### src/rtl/core/sttbl_pkg.sv
// Shared types and constants for the sorted timer table.
`timescale 1ns / 1ps
package sttbl_pkg;

    localparam int SLOTS       = 16;
    localparam int TIME_BITS   = 28;
    localparam int EXP_BITS    = TIME_BITS + 1;
    localparam int OWNER_W     = 32;
    localparam int MSG_W       = 16;
    localparam int REP_W       = 16;
    localparam int KIND_W      = 3;
    localparam int MAX_RESULTS = 16;
    localparam int IDX_W       = $clog2(SLOTS);
    localparam int CNT_W       = $clog2(SLOTS + 1);
    localparam int NRES_W      = $clog2(MAX_RESULTS + 1);

    typedef enum logic [KIND_W-1:0] {
        KIND_FIRED     = 3'd0,
        KIND_SET       = 3'd1,
        KIND_CANCELLED = 3'd2,
        KIND_IGNORED   = 3'd3,
        KIND_FULL      = 3'd4
    } t_kind;

    typedef struct packed {
        logic [OWNER_W-1:0]   own;
        logic [MSG_W-1:0]     msg;
        logic [TIME_BITS-1:0] per;
        logic [REP_W-1:0]     reps;
        logic                 ever;
        logic [EXP_BITS-1:0]  exp;
    } t_entry;

    typedef enum logic [3:0] {
        CMD_NOP,
        CMD_LOAD,
        CMD_TSTEP,
        CMD_TEND,
        CMD_POP,
        CMD_ISTEP,
        CMD_USTEP,
        CMD_RSTEP,
        CMD_UDEC,
        CMD_URES
    } t_cmd;

    typedef struct packed {
        logic used_zero;
        logic scan_end;
        logic tstep_ok;
        logic hold_v;
        logic stack_empty;
        logic ins_done;
        logic match;
        logic rm_last;
        logic ins_needed;
        logic out_free;
        logic is_tick;
    } t_status;

endpackage

### src/rtl/core/sttbl_ctrl.sv
// Sequencer for scan, compaction, removal and sorted insertion.
`timescale 1ns / 1ps
module sttbl_ctrl (
    input  logic               i_clk,
    input  logic               i_rst_n,
    input  logic               i_valid,
    input  logic               i_action,
    input  sttbl_pkg::t_status i_status,
    output sttbl_pkg::t_cmd    o_cmd,
    output logic               o_busy
);

    typedef enum logic [3:0] {
        ST_IDLE,
        ST_TSCAN,
        ST_POP,
        ST_INS,
        ST_USCAN,
        ST_REMOVE,
        ST_UDEC,
        ST_URES
    } t_state;

    t_state r_state;
    t_state n_state;

    always_comb begin
        n_state = r_state;
        o_cmd   = sttbl_pkg::CMD_NOP;
        unique case (r_state)
            ST_IDLE: begin
                if (i_valid) begin
                    o_cmd = sttbl_pkg::CMD_LOAD;
                    if (i_action) begin
                        n_state = ST_USCAN;
                    end else if (!i_status.used_zero) begin
                        n_state = ST_TSCAN;
                    end
                end
            end
            ST_TSCAN: begin
                if (i_status.scan_end) begin
                    if (!i_status.hold_v || i_status.out_free) begin
                        o_cmd   = sttbl_pkg::CMD_TEND;
                        n_state = ST_POP;
                    end
                end else if (i_status.tstep_ok) begin
                    o_cmd = sttbl_pkg::CMD_TSTEP;
                end
            end
            ST_POP: begin
                o_cmd   = sttbl_pkg::CMD_POP;
                n_state = i_status.stack_empty ? ST_IDLE : ST_INS;
            end
            ST_INS: begin
                o_cmd = sttbl_pkg::CMD_ISTEP;
                if (i_status.ins_done) begin
                    n_state = i_status.is_tick ? ST_POP : ST_URES;
                end
            end
            ST_USCAN: begin
                if (i_status.scan_end) begin
                    n_state = ST_UDEC;
                end else begin
                    o_cmd = sttbl_pkg::CMD_USTEP;
                    if (i_status.match) begin
                        n_state = ST_REMOVE;
                    end
                end
            end
            ST_REMOVE: begin
                o_cmd = sttbl_pkg::CMD_RSTEP;
                if (i_status.rm_last) begin
                    n_state = ST_UDEC;
                end
            end
            ST_UDEC: begin
                o_cmd   = sttbl_pkg::CMD_UDEC;
                n_state = i_status.ins_needed ? ST_INS : ST_URES;
            end
            ST_URES: begin
                if (i_status.out_free) begin
                    o_cmd   = sttbl_pkg::CMD_URES;
                    n_state = ST_IDLE;
                end
            end
            default: n_state = ST_IDLE;
        endcase
    end

    always_ff @(posedge i_clk) begin
        if (!i_rst_n) begin
            r_state <= ST_IDLE;
        end else begin
            r_state <= n_state;
        end
    end

    assign o_busy = (r_state != ST_IDLE);

endmodule

### src/rtl/core/sttbl_dp.sv
// Timer table storage, fired-timer stack, counters and result register.
`timescale 1ns / 1ps
module sttbl_dp (
    input  logic                                i_clk,
    input  logic                                i_rst_n,
    input  sttbl_pkg::t_cmd                     i_cmd,
    input  logic                                i_action,
    input  logic [sttbl_pkg::TIME_BITS-1:0]     i_now,
    input  logic [sttbl_pkg::OWNER_W-1:0]       i_owner,
    input  logic [sttbl_pkg::MSG_W-1:0]         i_message_id,
    input  logic [sttbl_pkg::TIME_BITS-1:0]     i_interval,
    input  logic [sttbl_pkg::REP_W-1:0]         i_repeat_count,
    input  logic                                i_repeat_forever,
    input  logic                                i_out_stall,
    output sttbl_pkg::t_status                  o_status,
    output logic                                o_valid,
    output logic [sttbl_pkg::KIND_W-1:0]        o_kind,
    output logic [sttbl_pkg::OWNER_W-1:0]       o_owner_out,
    output logic [sttbl_pkg::MSG_W-1:0]         o_message_out,
    output logic [sttbl_pkg::TIME_BITS-1:0]     o_fire_time,
    output logic                                o_last
);

    localparam int TB = sttbl_pkg::TIME_BITS;
    localparam int EB = sttbl_pkg::EXP_BITS;
    localparam int IW = sttbl_pkg::IDX_W;
    localparam int CW = sttbl_pkg::CNT_W;

    sttbl_pkg::t_entry r_tab [sttbl_pkg::SLOTS];
    sttbl_pkg::t_entry r_stk [sttbl_pkg::SLOTS];
    sttbl_pkg::t_entry r_ins;

    logic [CW-1:0]                  r_used;
    logic [CW-1:0]                  r_idx;
    logic [CW-1:0]                  r_wr;
    logic [CW-1:0]                  r_sp;
    logic [sttbl_pkg::NRES_W-1:0]   r_nres;
    logic [TB-1:0]                  r_prev;
    logic                           r_wrap;
    logic                           r_act;
    logic [TB-1:0]                  r_now;
    logic [sttbl_pkg::OWNER_W-1:0]  r_kown;
    logic [sttbl_pkg::MSG_W-1:0]    r_kmsg;
    logic [TB-1:0]                  r_kper;
    logic [sttbl_pkg::REP_W-1:0]    r_krep;
    logic                           r_kev;
    logic                           r_found;
    sttbl_pkg::t_kind               r_kind;
    logic                           r_hold_v;
    logic [sttbl_pkg::OWNER_W-1:0]  r_hold_own;
    logic [sttbl_pkg::MSG_W-1:0]    r_hold_msg;

    logic                           r_ov;
    sttbl_pkg::t_kind               r_o_kind;
    logic [sttbl_pkg::OWNER_W-1:0]  r_o_own;
    logic [sttbl_pkg::MSG_W-1:0]    r_o_msg;
    logic [TB-1:0]                  r_o_time;
    logic                           r_o_last;

    logic [CW-1:0]                  rd_addr;
    sttbl_pkg::t_entry              rd_e;
    logic [EB-1:0]                  exp_w;
    logic [EB-1:0]                  now_x;
    logic [EB:0]                    sum_a;
    logic [EB-1:0]                  exp_a;
    logic [EB-1:0]                  exp_b;
    logic [sttbl_pkg::REP_W-1:0]    rep_dec;
    logic                           expired;
    logic                           emitting;
    logic                           survive;
    logic                           out_free;
    logic                           cancel;
    sttbl_pkg::t_entry              fire_e;
    sttbl_pkg::t_entry              kept_e;
    sttbl_pkg::t_entry              req_e;
    logic [CW:0]                    idx_p1;

    always_comb begin
        unique case (i_cmd)
            sttbl_pkg::CMD_ISTEP: rd_addr = r_idx - CW'(1);
            sttbl_pkg::CMD_RSTEP: rd_addr = r_idx + CW'(1);
            default:              rd_addr = r_idx;
        endcase
    end

    assign rd_e  = r_tab[rd_addr[IW-1:0]];
    assign now_x = {1'b0, r_now};

    // on wrap, expiries past the span drop by the span, others go to zero
    always_comb begin
        if (r_wrap) begin
            exp_w = rd_e.exp[EB-1] ? {1'b0, rd_e.exp[EB-2:0]} : '0;
        end else begin
            exp_w = rd_e.exp;
        end
    end

    assign expired  = (exp_w <= now_x);
    assign emitting = expired && (r_nres < sttbl_pkg::NRES_W'(sttbl_pkg::MAX_RESULTS));
    assign rep_dec  = rd_e.ever ? rd_e.reps : rd_e.reps - sttbl_pkg::REP_W'(1);
    assign survive  = rd_e.ever || (rep_dec != '0);
    assign sum_a    = {1'b0, exp_w} + (EB + 1)'(rd_e.per);
    assign exp_a    = sum_a[EB-1:0];
    assign exp_b    = (exp_a < now_x) ? (now_x + EB'(rd_e.per)) : exp_a;
    assign out_free = !r_ov || !i_out_stall;
    assign cancel   = (r_kper == '0) || ((r_krep == '0) && !r_kev);
    assign idx_p1   = (CW + 1)'(r_idx) + (CW + 1)'(1);

    always_comb begin
        fire_e      = rd_e;
        fire_e.reps = rep_dec;
        fire_e.exp  = exp_b;
        kept_e      = rd_e;
        kept_e.exp  = exp_w;
        req_e.own   = r_kown;
        req_e.msg   = r_kmsg;
        req_e.per   = r_kper;
        req_e.reps  = r_krep;
        req_e.ever  = r_kev;
        req_e.exp   = now_x + EB'(r_kper);
    end

    always_comb begin
        o_status.used_zero   = (r_used == '0);
        o_status.scan_end    = (r_idx == r_used);
        o_status.tstep_ok    = !(emitting && r_hold_v && !out_free);
        o_status.hold_v      = r_hold_v;
        o_status.stack_empty = (r_sp == '0);
        o_status.ins_done    = (r_idx == '0) || (rd_e.exp <= r_ins.exp);
        o_status.match       = (rd_e.own == r_kown) && (rd_e.msg == r_kmsg);
        o_status.rm_last     = (idx_p1 >= (CW + 1)'(r_used));
        o_status.ins_needed  = !cancel && (r_found || (r_used != CW'(sttbl_pkg::SLOTS)));
        o_status.out_free    = out_free;
        o_status.is_tick     = !r_act;
    end

    always_ff @(posedge i_clk) begin
        if (!i_rst_n) begin
            r_used   <= '0;
            r_prev   <= '0;
            r_ov     <= 1'b0;
            r_hold_v <= 1'b0;
        end else begin
            if (!i_out_stall) begin
                r_ov <= 1'b0;
            end
            unique case (i_cmd)
                sttbl_pkg::CMD_LOAD: begin
                    r_act    <= i_action;
                    r_now    <= i_now;
                    r_kown   <= i_owner;
                    r_kmsg   <= i_message_id;
                    r_kper   <= i_interval;
                    r_krep   <= i_repeat_count;
                    r_kev    <= i_repeat_forever;
                    r_idx    <= '0;
                    r_wr     <= '0;
                    r_sp     <= '0;
                    r_nres   <= '0;
                    r_hold_v <= 1'b0;
                    r_found  <= 1'b0;
                    if (!i_action) begin
                        r_wrap <= (i_now < r_prev);
                        r_prev <= i_now;
                    end
                end
                sttbl_pkg::CMD_TSTEP: begin
                    if (expired) begin
                        if (emitting) begin
                            r_nres     <= r_nres + sttbl_pkg::NRES_W'(1);
                            r_hold_v   <= 1'b1;
                            r_hold_own <= rd_e.own;
                            r_hold_msg <= rd_e.msg;
                            if (r_hold_v) begin
                                r_ov     <= 1'b1;
                                r_o_kind <= sttbl_pkg::KIND_FIRED;
                                r_o_own  <= r_hold_own;
                                r_o_msg  <= r_hold_msg;
                                r_o_time <= r_now;
                                r_o_last <= 1'b0;
                            end
                        end
                        if (survive) begin
                            r_stk[r_sp[IW-1:0]] <= fire_e;
                            r_sp                <= r_sp + CW'(1);
                        end
                    end else begin
                        r_tab[r_wr[IW-1:0]] <= kept_e;
                        r_wr                <= r_wr + CW'(1);
                    end
                    r_idx <= r_idx + CW'(1);
                end
                sttbl_pkg::CMD_TEND: begin
                    r_used <= r_wr;
                    if (r_hold_v) begin
                        r_hold_v <= 1'b0;
                        r_ov     <= 1'b1;
                        r_o_kind <= sttbl_pkg::KIND_FIRED;
                        r_o_own  <= r_hold_own;
                        r_o_msg  <= r_hold_msg;
                        r_o_time <= r_now;
                        r_o_last <= 1'b1;
                    end
                end
                sttbl_pkg::CMD_POP: begin
                    if (r_sp != '0) begin
                        r_ins <= r_stk[r_sp[IW-1:0] - IW'(1)];
                        r_sp  <= r_sp - CW'(1);
                        r_idx <= r_used;
                    end
                end
                sttbl_pkg::CMD_ISTEP: begin
                    if (o_status.ins_done) begin
                        r_tab[r_idx[IW-1:0]] <= r_ins;
                        r_used               <= r_used + CW'(1);
                    end else begin
                        r_tab[r_idx[IW-1:0]] <= rd_e;
                        r_idx                <= r_idx - CW'(1);
                    end
                end
                sttbl_pkg::CMD_USTEP: begin
                    if (o_status.match) begin
                        r_found <= 1'b1;
                    end else begin
                        r_idx <= r_idx + CW'(1);
                    end
                end
                sttbl_pkg::CMD_RSTEP: begin
                    if (o_status.rm_last) begin
                        r_used <= r_used - CW'(1);
                    end else begin
                        r_tab[r_idx[IW-1:0]] <= rd_e;
                        r_idx                <= r_idx + CW'(1);
                    end
                end
                sttbl_pkg::CMD_UDEC: begin
                    r_ins <= req_e;
                    r_idx <= r_used;
                    if (cancel) begin
                        r_kind <= r_found ? sttbl_pkg::KIND_CANCELLED : sttbl_pkg::KIND_IGNORED;
                    end else if (!o_status.ins_needed) begin
                        r_kind <= sttbl_pkg::KIND_FULL;
                    end else begin
                        r_kind <= sttbl_pkg::KIND_SET;
                    end
                end
                sttbl_pkg::CMD_URES: begin
                    r_ov     <= 1'b1;
                    r_o_kind <= r_kind;
                    r_o_own  <= r_kown;
                    r_o_msg  <= r_kmsg;
                    r_o_time <= '0;
                    r_o_last <= 1'b1;
                end
                default: begin
                end
            endcase
        end
    end

    assign o_valid       = r_ov;
    assign o_kind        = r_o_kind;
    assign o_owner_out   = r_o_own;
    assign o_message_out = r_o_msg;
    assign o_fire_time   = r_o_time;
    assign o_last        = r_o_last;

endmodule

### src/rtl/core/sorted_timer_table.sv
// Top level of the sorted timer table.
`timescale 1ns / 1ps
// Keeps up to 16 timers sorted by expiry, keyed by owner and message id. A tick request
// (action 0) scans the table once, one slot per cycle unless a stalled output holds the
// scan, emitting a fire result per expired timer and compacting the rest; each surviving
// fired timer is then put back by a backward shift-insert, one slot per cycle. An update
// (action 1) does at most a key scan, a shift-down removal and a shift-insert, and
// returns one status result. All table traffic goes through one slot read and one slot
// write per cycle; output stalls can hold a tick's scan and an update's result. Requests
// are taken only when the previous one is finished.
module sorted_timer_table (
    input  logic                                i_clk,
    input  logic                                i_rst_n,
    input  logic                                i_valid,
    output logic                                o_stall,
    input  logic                                i_action,
    input  logic [sttbl_pkg::TIME_BITS-1:0]     i_now,
    input  logic [sttbl_pkg::OWNER_W-1:0]       i_owner,
    input  logic [sttbl_pkg::MSG_W-1:0]         i_message_id,
    input  logic [sttbl_pkg::TIME_BITS-1:0]     i_interval,
    input  logic [sttbl_pkg::REP_W-1:0]         i_repeat_count,
    input  logic                                i_repeat_forever,
    output logic                                o_valid,
    input  logic                                i_stall,
    output logic [sttbl_pkg::KIND_W-1:0]        o_kind,
    output logic [sttbl_pkg::OWNER_W-1:0]       o_owner_out,
    output logic [sttbl_pkg::MSG_W-1:0]         o_message_out,
    output logic [sttbl_pkg::TIME_BITS-1:0]     o_fire_time,
    output logic                                o_last
);

    sttbl_pkg::t_cmd    cmd;
    sttbl_pkg::t_status status;
    logic               busy;

    sttbl_ctrl u_ctrl (
        .i_clk    (i_clk),
        .i_rst_n  (i_rst_n),
        .i_valid  (i_valid),
        .i_action (i_action),
        .i_status (status),
        .o_cmd    (cmd),
        .o_busy   (busy)
    );

    sttbl_dp u_dp (
        .i_clk            (i_clk),
        .i_rst_n          (i_rst_n),
        .i_cmd            (cmd),
        .i_action         (i_action),
        .i_now            (i_now),
        .i_owner          (i_owner),
        .i_message_id     (i_message_id),
        .i_interval       (i_interval),
        .i_repeat_count   (i_repeat_count),
        .i_repeat_forever (i_repeat_forever),
        .i_out_stall      (i_stall),
        .o_status         (status),
        .o_valid          (o_valid),
        .o_kind           (o_kind),
        .o_owner_out      (o_owner_out),
        .o_message_out    (o_message_out),
        .o_fire_time      (o_fire_time),
        .o_last           (o_last)
    );

    assign o_stall = busy;

endmodule
### config.mk
export PLATFORM = sky130hd
export DESIGN_NAME = sorted_timer_table
export DESIGN_NICKNAME = d
export VERILOG_FILES = /design/src/rtl/core/sttbl_pkg.sv /design/src/rtl/core/sttbl_ctrl.sv /design/src/rtl/core/sttbl_dp.sv /design/src/rtl/core/sorted_timer_table.sv
export SDC_FILE = /design/constraint.sdc
export NUM_CORES = 2
export LEC_CHECK = 0
export CORE_ASPECT_RATIO = 1.75
export CORE_MARGIN = 5
export CORE_UTILIZATION = 57
export DETAILED_ROUTE_END_ITERATION = 12
export DONT_BUFFER_PORTS = 1
export PLACE_DENSITY_LB_ADDON = 0.08
export SLEW_MARGIN = 20
export SYNTH_ARGS = -nofsm -noshare
export SYNTH_HDL_FRONTEND = slang
export SYNTH_SLANG_ARGS = --single-unit
### constraint.sdc
create_clock -name i_clk -period 12.31 [get_ports i_clk]
set_input_delay 2.462 -clock i_clk [delete_from_list [all_inputs] [get_ports i_clk]]
set_output_delay 2.462 -clock i_clk [all_outputs]
set_load 0.02 [all_outputs]
Word level (Yosys, flattened, before mapping)
Memory sizes are Yosys's and may differ from the RTL's.
Index checks and enable logic that the tools add are counted.
{"block": "totals", "register_bits": 436, "latch_bits": 0, "ram_bits": 3904, "romBits": 0, "in_bits": 126, "output_inout_bits": 82, "memories": 2}
{"memory": "u_dp.r_stk", "words": 16, "width": 122, "rd": 1, "rd_clocked_by_memory_dff": 0, "wr": 1, "line": "sttbl_dp.sv:30", "source": "sttbl_pkg::t_entry r_stk [sttbl_pkg::SLOTS];"}
{"memory": "u_dp.r_tab", "words": 16, "width": 122, "rd": 1, "rd_clocked_by_memory_dff": 0, "wr": 1, "line": "sttbl_dp.sv:29", "source": "sttbl_pkg::t_entry r_tab [sttbl_pkg::SLOTS];"}
{"block": "op_classes", "n_addsub": 14, "n_mul": 0, "div_mod_pow": 0, "n_lt_le_gt_ge": 6, "eq_ne": 41, "shift": 0, "muxes": 105, "bitwise": 3, "reduce_logical": 53}
{"op": "122-bit 2-to-1 mux", "n": 4}
{"op": "122-bit case mux with 2 select lines", "n": 1}
{"op": "122-bit OR reduction", "n": 1}
{"op": "28-bit 2-to-1 mux", "n": 4}
{"op": "32-bit 2-to-1 mux", "n": 3}
{"op": "32-bit case mux with 3 select lines", "n": 1}
{"op": "28-bit case mux with 3 select lines", "n": 1}
{"op": "16-bit 2-to-1 mux", "n": 4}
{"op": "4-bit case mux with 8 select lines", "n": 2}
{"op": "5-bit 2-to-1 mux", "n": 12}
{"op": "28-bit by 28-bit adder with 29-bit output", "n": 2}
{"op": "29-bit 2-to-1 mux", "n": 2}
{"op": "4-bit 2-to-1 mux", "n": 13}
{"op": "16-bit case mux with 3 select lines", "n": 1}
{"op": "1-bit 2-to-1 mux", "n": 35}
{"op": "5-bit case mux with 7 select lines", "n": 1}
{"op": "32-bit == test", "n": 1}
{"op": "4-bit by 3-bit == test with 1-bit output, second input constant", "n": 8}
{"op": "5-bit case mux with 3 select lines", "n": 2}
{"op": "29-bit by 28-bit adder with 29-bit output", "n": 1}
{"op": "29-bit by 28-bit less-or-equal comparator with 1-bit output", "n": 1}
{"op": "29-bit less-or-equal comparator", "n": 1}
{"op": "29-bit by 28-bit < comparator with 1-bit output", "n": 1}
{"op": "28-bit logical NOT", "n": 1}
{"op": "45 further kinds", "n": 119}

Logic depth before layout (Yosys ltp)
{"block": "depth", "mapped_depth": 41, "ltp_nobuf": 30}

By module
From an unflattened synthesis, not the netlist that was laid out.
{"block": "unflattened", "cells_unflattened": 10643, "hier_area_um2": 176296.6}
{"module": "sttbl_dp", "n_inst": 1, "cells_each": 10590, "area_per_inst_um2": 175873.7}
{"module": "sttbl_ctrl", "n_inst": 1, "cells_each": 53, "area_per_inst_um2": 422.9}

Worst setup path before layout
Ideal clock, no wire load.
{"block": "synth_path", "path_kind": "reg2reg", "startpoint": "reg u_ctrl.r_state[2]", "endpoint": "mem u_dp.r_stk[15][0] (netlist name) (enable)", "setup_ns": 0.605, "arrival_ns": 11.959, "required_ns": 11.705, "path_slack_ns": -0.254, "path_stages_with_launch": 31, "period_less_slack_ns": 12.564, "cell_sequence": "dfxtp_1 > nand2b_1 > clkbuf_1 > nor2_1 > nor2_1 > xnor2_1 > buf_6 > buf_8 > buf_8 > buf_12 > buf_8 > buf_8 > buf_6 > buf_4 > buf_2 > buf_1 > buf_2 > mux4_2 > mux4_2 > and2_1 > ha_1 > a21o_1 > a21o_1 > a21o_1 > a21o_1 > a21o_1 > a221oi_1 > a21oi_1 > nor4_4 > nand3_2 > nor2_1"}
{"item": "start: declaration", "line": "sttbl_ctrl.sv:24", "source": "t_state r_state;"}
{"item": "start signal: assignment", "line": "sttbl_ctrl.sv:95", "source": "r_state <= n_state;"}
{"item": "end: declaration", "line": "sttbl_dp.sv:30"}

==> summary.md <==
| Metric | Value |
|---|---|
| Lkg Pwr | 62.1 nW |
| Routability cong. | 0.884 |
| Sequential Power Share | 0.407 |
| Worst-Margin Slew | 1150 ps |
| H-tree depth | 5 |
| RSZ-0062 raised after global routing | no |
| Crit path DAT | 10720 ps |
| Final setup TNS | 0 ps |
| Fraction of registers with async set/reset | 0 |
| Ys flop type | edfxtp_1 |
| Compound-cell area share of the yosys netlist | 0.0239 |
| Vias/cell | between 6 and 7 |
| Share of layout cells above drive strength 1 | 0.247 |
| Gate Count Post-Synth | approximately 8.4k |
| Drt total wl | 473000 um |
| Adder-cell area share of the yosys netlist | 0.0162 |
| Maxcap violations | 0 |
| Clk slew on worst S/H paths | ~60 ps |
| Clock Sinks | 4339 |
| Number of global-route vias before repair | ~89k |
| Number of port buffers | 0 |
| Period utilization | 0.819 |
| Total CTS buffers | 385 |
| Tmin final | 10080 ps |
| Mux contribution to synthesized area | 0.164 |
| CTS Hold Bufs | 0 |
| Synth unique cells | 93 |
| Setup bufs post-CTS | 0 |
| Endpoints failing setup | 0 |
| Power Dens Cells | around 320 nW/um2 |
| Most used cell, CP | o21ai_0 |
| Layout area overhead | 11.1% |
| Initial antenna violation count | 26 |
| Worst Setup SP | u_ctrl.r_state[1] |
| Mapped Area | around 170000 um2 |
| Post-Syn Nets | 8775 |
| FF+latch count, synth | 4339 |
| Final Skew | roughly 46 ps |
| First-pass GRT wire length | 666000 um |
| Slew headroom | 0.232 |
| Pre-antenna DRT Iters | 7 |
| Peak VDD IR | between 0.0007 and 0.0008 V |
| Most frequent cells in the layout | edfxtp_1 (4301), mux4_2 (1147), nand2_1 (606), clkbuf_16 (396), ha_1 (216) |
| Syn Area/Cell | approximately 21 um2 |
| Main combinational cell family by area after synthesis | multiplexers |
| CP Launch Type | register |
| Nets | 9011 |
| Combinational share of power | 0.387 |
| DP HPWL | 272000 um |
| Hold Fails Final Rpt | 0 |
| Wire per inst | 36.2 um |
| Crit path required time | 12950 ps |
| Clock power frac | 0.206 |
| Ports | 208 |
| Row cnt | approximately 270 |
| CP Capture Type | register |
| Max Freq | 99.2 MHz |
| Hold Crit Class | reg2reg |
| Synth Area in Simple Gates | 0.0288 |
| Post-route antenna net violation count | 0 |
| Root Buffer | clkbuf_16 |
| Critical path's slowest cell | o21ai_0 |
| CTS resizes | 0 |
| Switching fraction of total power | 0.354 |
| Min Hold Slack | 458 ps |
| Most common cell after layout, fill and taps aside | edfxtp_1 |
| Synth warn | 5 |
| GRT overflow | 0 |
| P_sw | about 22 mW |
| Largest net degree at the start of global routing | ~150 |
| Core box area | 304000 um2 |
| Final Max Tran Viols | 0 |
| Crit Path Max Fanout | 79 |
| Sequential fraction of the synthesis area | 0.746 |
| Starting Density | 0.572 |
| Clock buffer depth | 4 |
| Launch point of the worst reg-to-reg path | u_ctrl.r_state[1] |
| CP Class | reg2reg |
| Residual DRC | 0 |
| HP Start | u_dp.r_prev[0] |
| Worst path max stage delay | between 700 and 800 ps |
| Detailed Route Iter0 Violations | 10.1k |
| Chip width | about 430 um |
| Die height | roughly 740 um |
| Die footprint | 317000 um2 |
| Xor and xnor area share after synthesis | 0.00799 |
| CTS tree | built |
| Status | complete, no violations |
| Clock latency on the worst-skew pair | approximately 950 ps |
| Int Pwr | 39.5 mW |
| Post-synth EDFFs | 4301 |
| Total vias in the final route | 87.2k |
| GRT Total Usage | 0.296 |
[path summary, 6_finish.rpt]
| check | to | slack, ps | cells past startpoint |
|---|---|---|---|
| setup reg to reg | u_dp.r_stk[3][1] | 2230 | 33 |
| setup / recovery | u_dp.r_stk[3][1] | 2230 | 33 |
| hold reg to reg | u_dp.r_prev[0] | 460 | 2 |
| hold / removal | u_dp.r_prev[0] | 460 | 2 |
[sequential cells by signal (all words and copies together) (netlist names), 3 cells and up]
register,cells
u_dp.r_nres,5
u_dp.r_hold_own,32
u_dp.r_tab,1952
u_dp.o_kind,3
u_dp.r_kmsg,16
u_dp.r_krep,16
u_dp.r_kown,32
u_dp.r_now,28
u_ctrl.r_state,3
u_dp.r_kper,28
u_dp.r_hold_msg,16
u_dp.r_prev,28
u_dp.r_ins,122
u_dp.o_owner_out,32
u_dp.r_sp,5
u_dp.o_fire_time,28
u_dp.r_wr,5
u_dp.r_idx,5
u_dp.r_stk,1952
u_dp.o_message_out,16
u_dp.r_kind,3
u_dp.r_used,5
[layout make-up]
class	count	area, um2
clock inverter	255	2950
timing repair buffer	227	2340
tap	4050	5070
fill	20700	111000
multi-input combinational	3551	42600
inverter	159	604
clock buffer	449	10100
sequential	4339	130000
antenna	23	57.6
[per-layer routing]
layer  part of all wire  GRT usage  wire length, um  vias to the layer above
met4              0.047      0.118            22300                        0
li1                   -          -                -                    35200
met5                  0          0                0                        -
met3              0.071     0.0388            33600                      889
met1               0.36      0.386           172000                    46900
met2               0.52      0.513           245000                     4165
[power by group through the flow]
stage / sequential, mW / clock (mW) / combinational (mW)
after floorplan: 25.0 / 0 / 15.2
after CTS: 24.9 / 12.7 / 23.5
after global placement: 25.2 / 0 / 22.7
after global routing: 24.9 / 13.4 / 25.3
final: 24.9 / 12.6 / 23.6
after detailed placement: 25.2 / 0 / 23.4
[synth_stat cells, drive strengths merged (19+ instances only)]
master,n,area [um2]
ha,217,2720
a22oi,19,153
nand2,609,2290
nor2,198,746
mux4,1147,25800
o21ai,153,777
a211oi,19,143
nand3,53,285
a21o,76,571
a21oi,183,916
and2,36,225
inv,157,589
o22ai,24,150
xor2,67,587
nand2b,31,194
nor3,42,235
a31oi,22,138
mux2,132,1490
nor2b,23,144
mux2i,127,1270
buf,163,956
dfxtp,38,761
nand4,34,219
xnor2,92,806
nor4,21,180
edfxtp,4301,129000
clkbuf,215,807
[metrics by stage]
step	cell area (um2)	total power, mW	std cells	setup WS, ps	util
detailed placement	180000	48.6	12300	2030	0.592
global route	194000	63.5	13000	1560	0.636
finish	194000	61.1	13100	2230	0.636
global placement	180000	47.9	12300	2040	0.592
floorplan	174000	40.2	8427	-254	-
CTS	193000	61.1	13000	1960	0.635
[worst max-delay path: cells and delay by family, from the launching register on]
| family | cells | cell delay [ps] |
|---|---|---|
| adders and majority gates | 3 | 720 |
| xor gates and xnor gates | 2 | 460 |
| buffers and inverters | 7 | 1730 |
| AOI/OAI and AO/OA | 10 | 2670 |
| muxes | 3 | 1830 |
| DFF | 1 | 630 |
| and+or+nand+nor | 8 | 1590 |
[cells by family (layout without fill, tap and decap cells)]
family,Yosys count,count (layout)
flip-flops,4339,4339
AND/OR/NAND/NOR,1116,1116
buffers and inverters,537,1090
multiplexers,1406,1406
XOR/XNOR,159,159
AO/OA/AOI/OAI,648,648
adder cells (fa/ha/maj),222,222
other,0,23
Note: power is estimated with default switching activity, not from simulation.
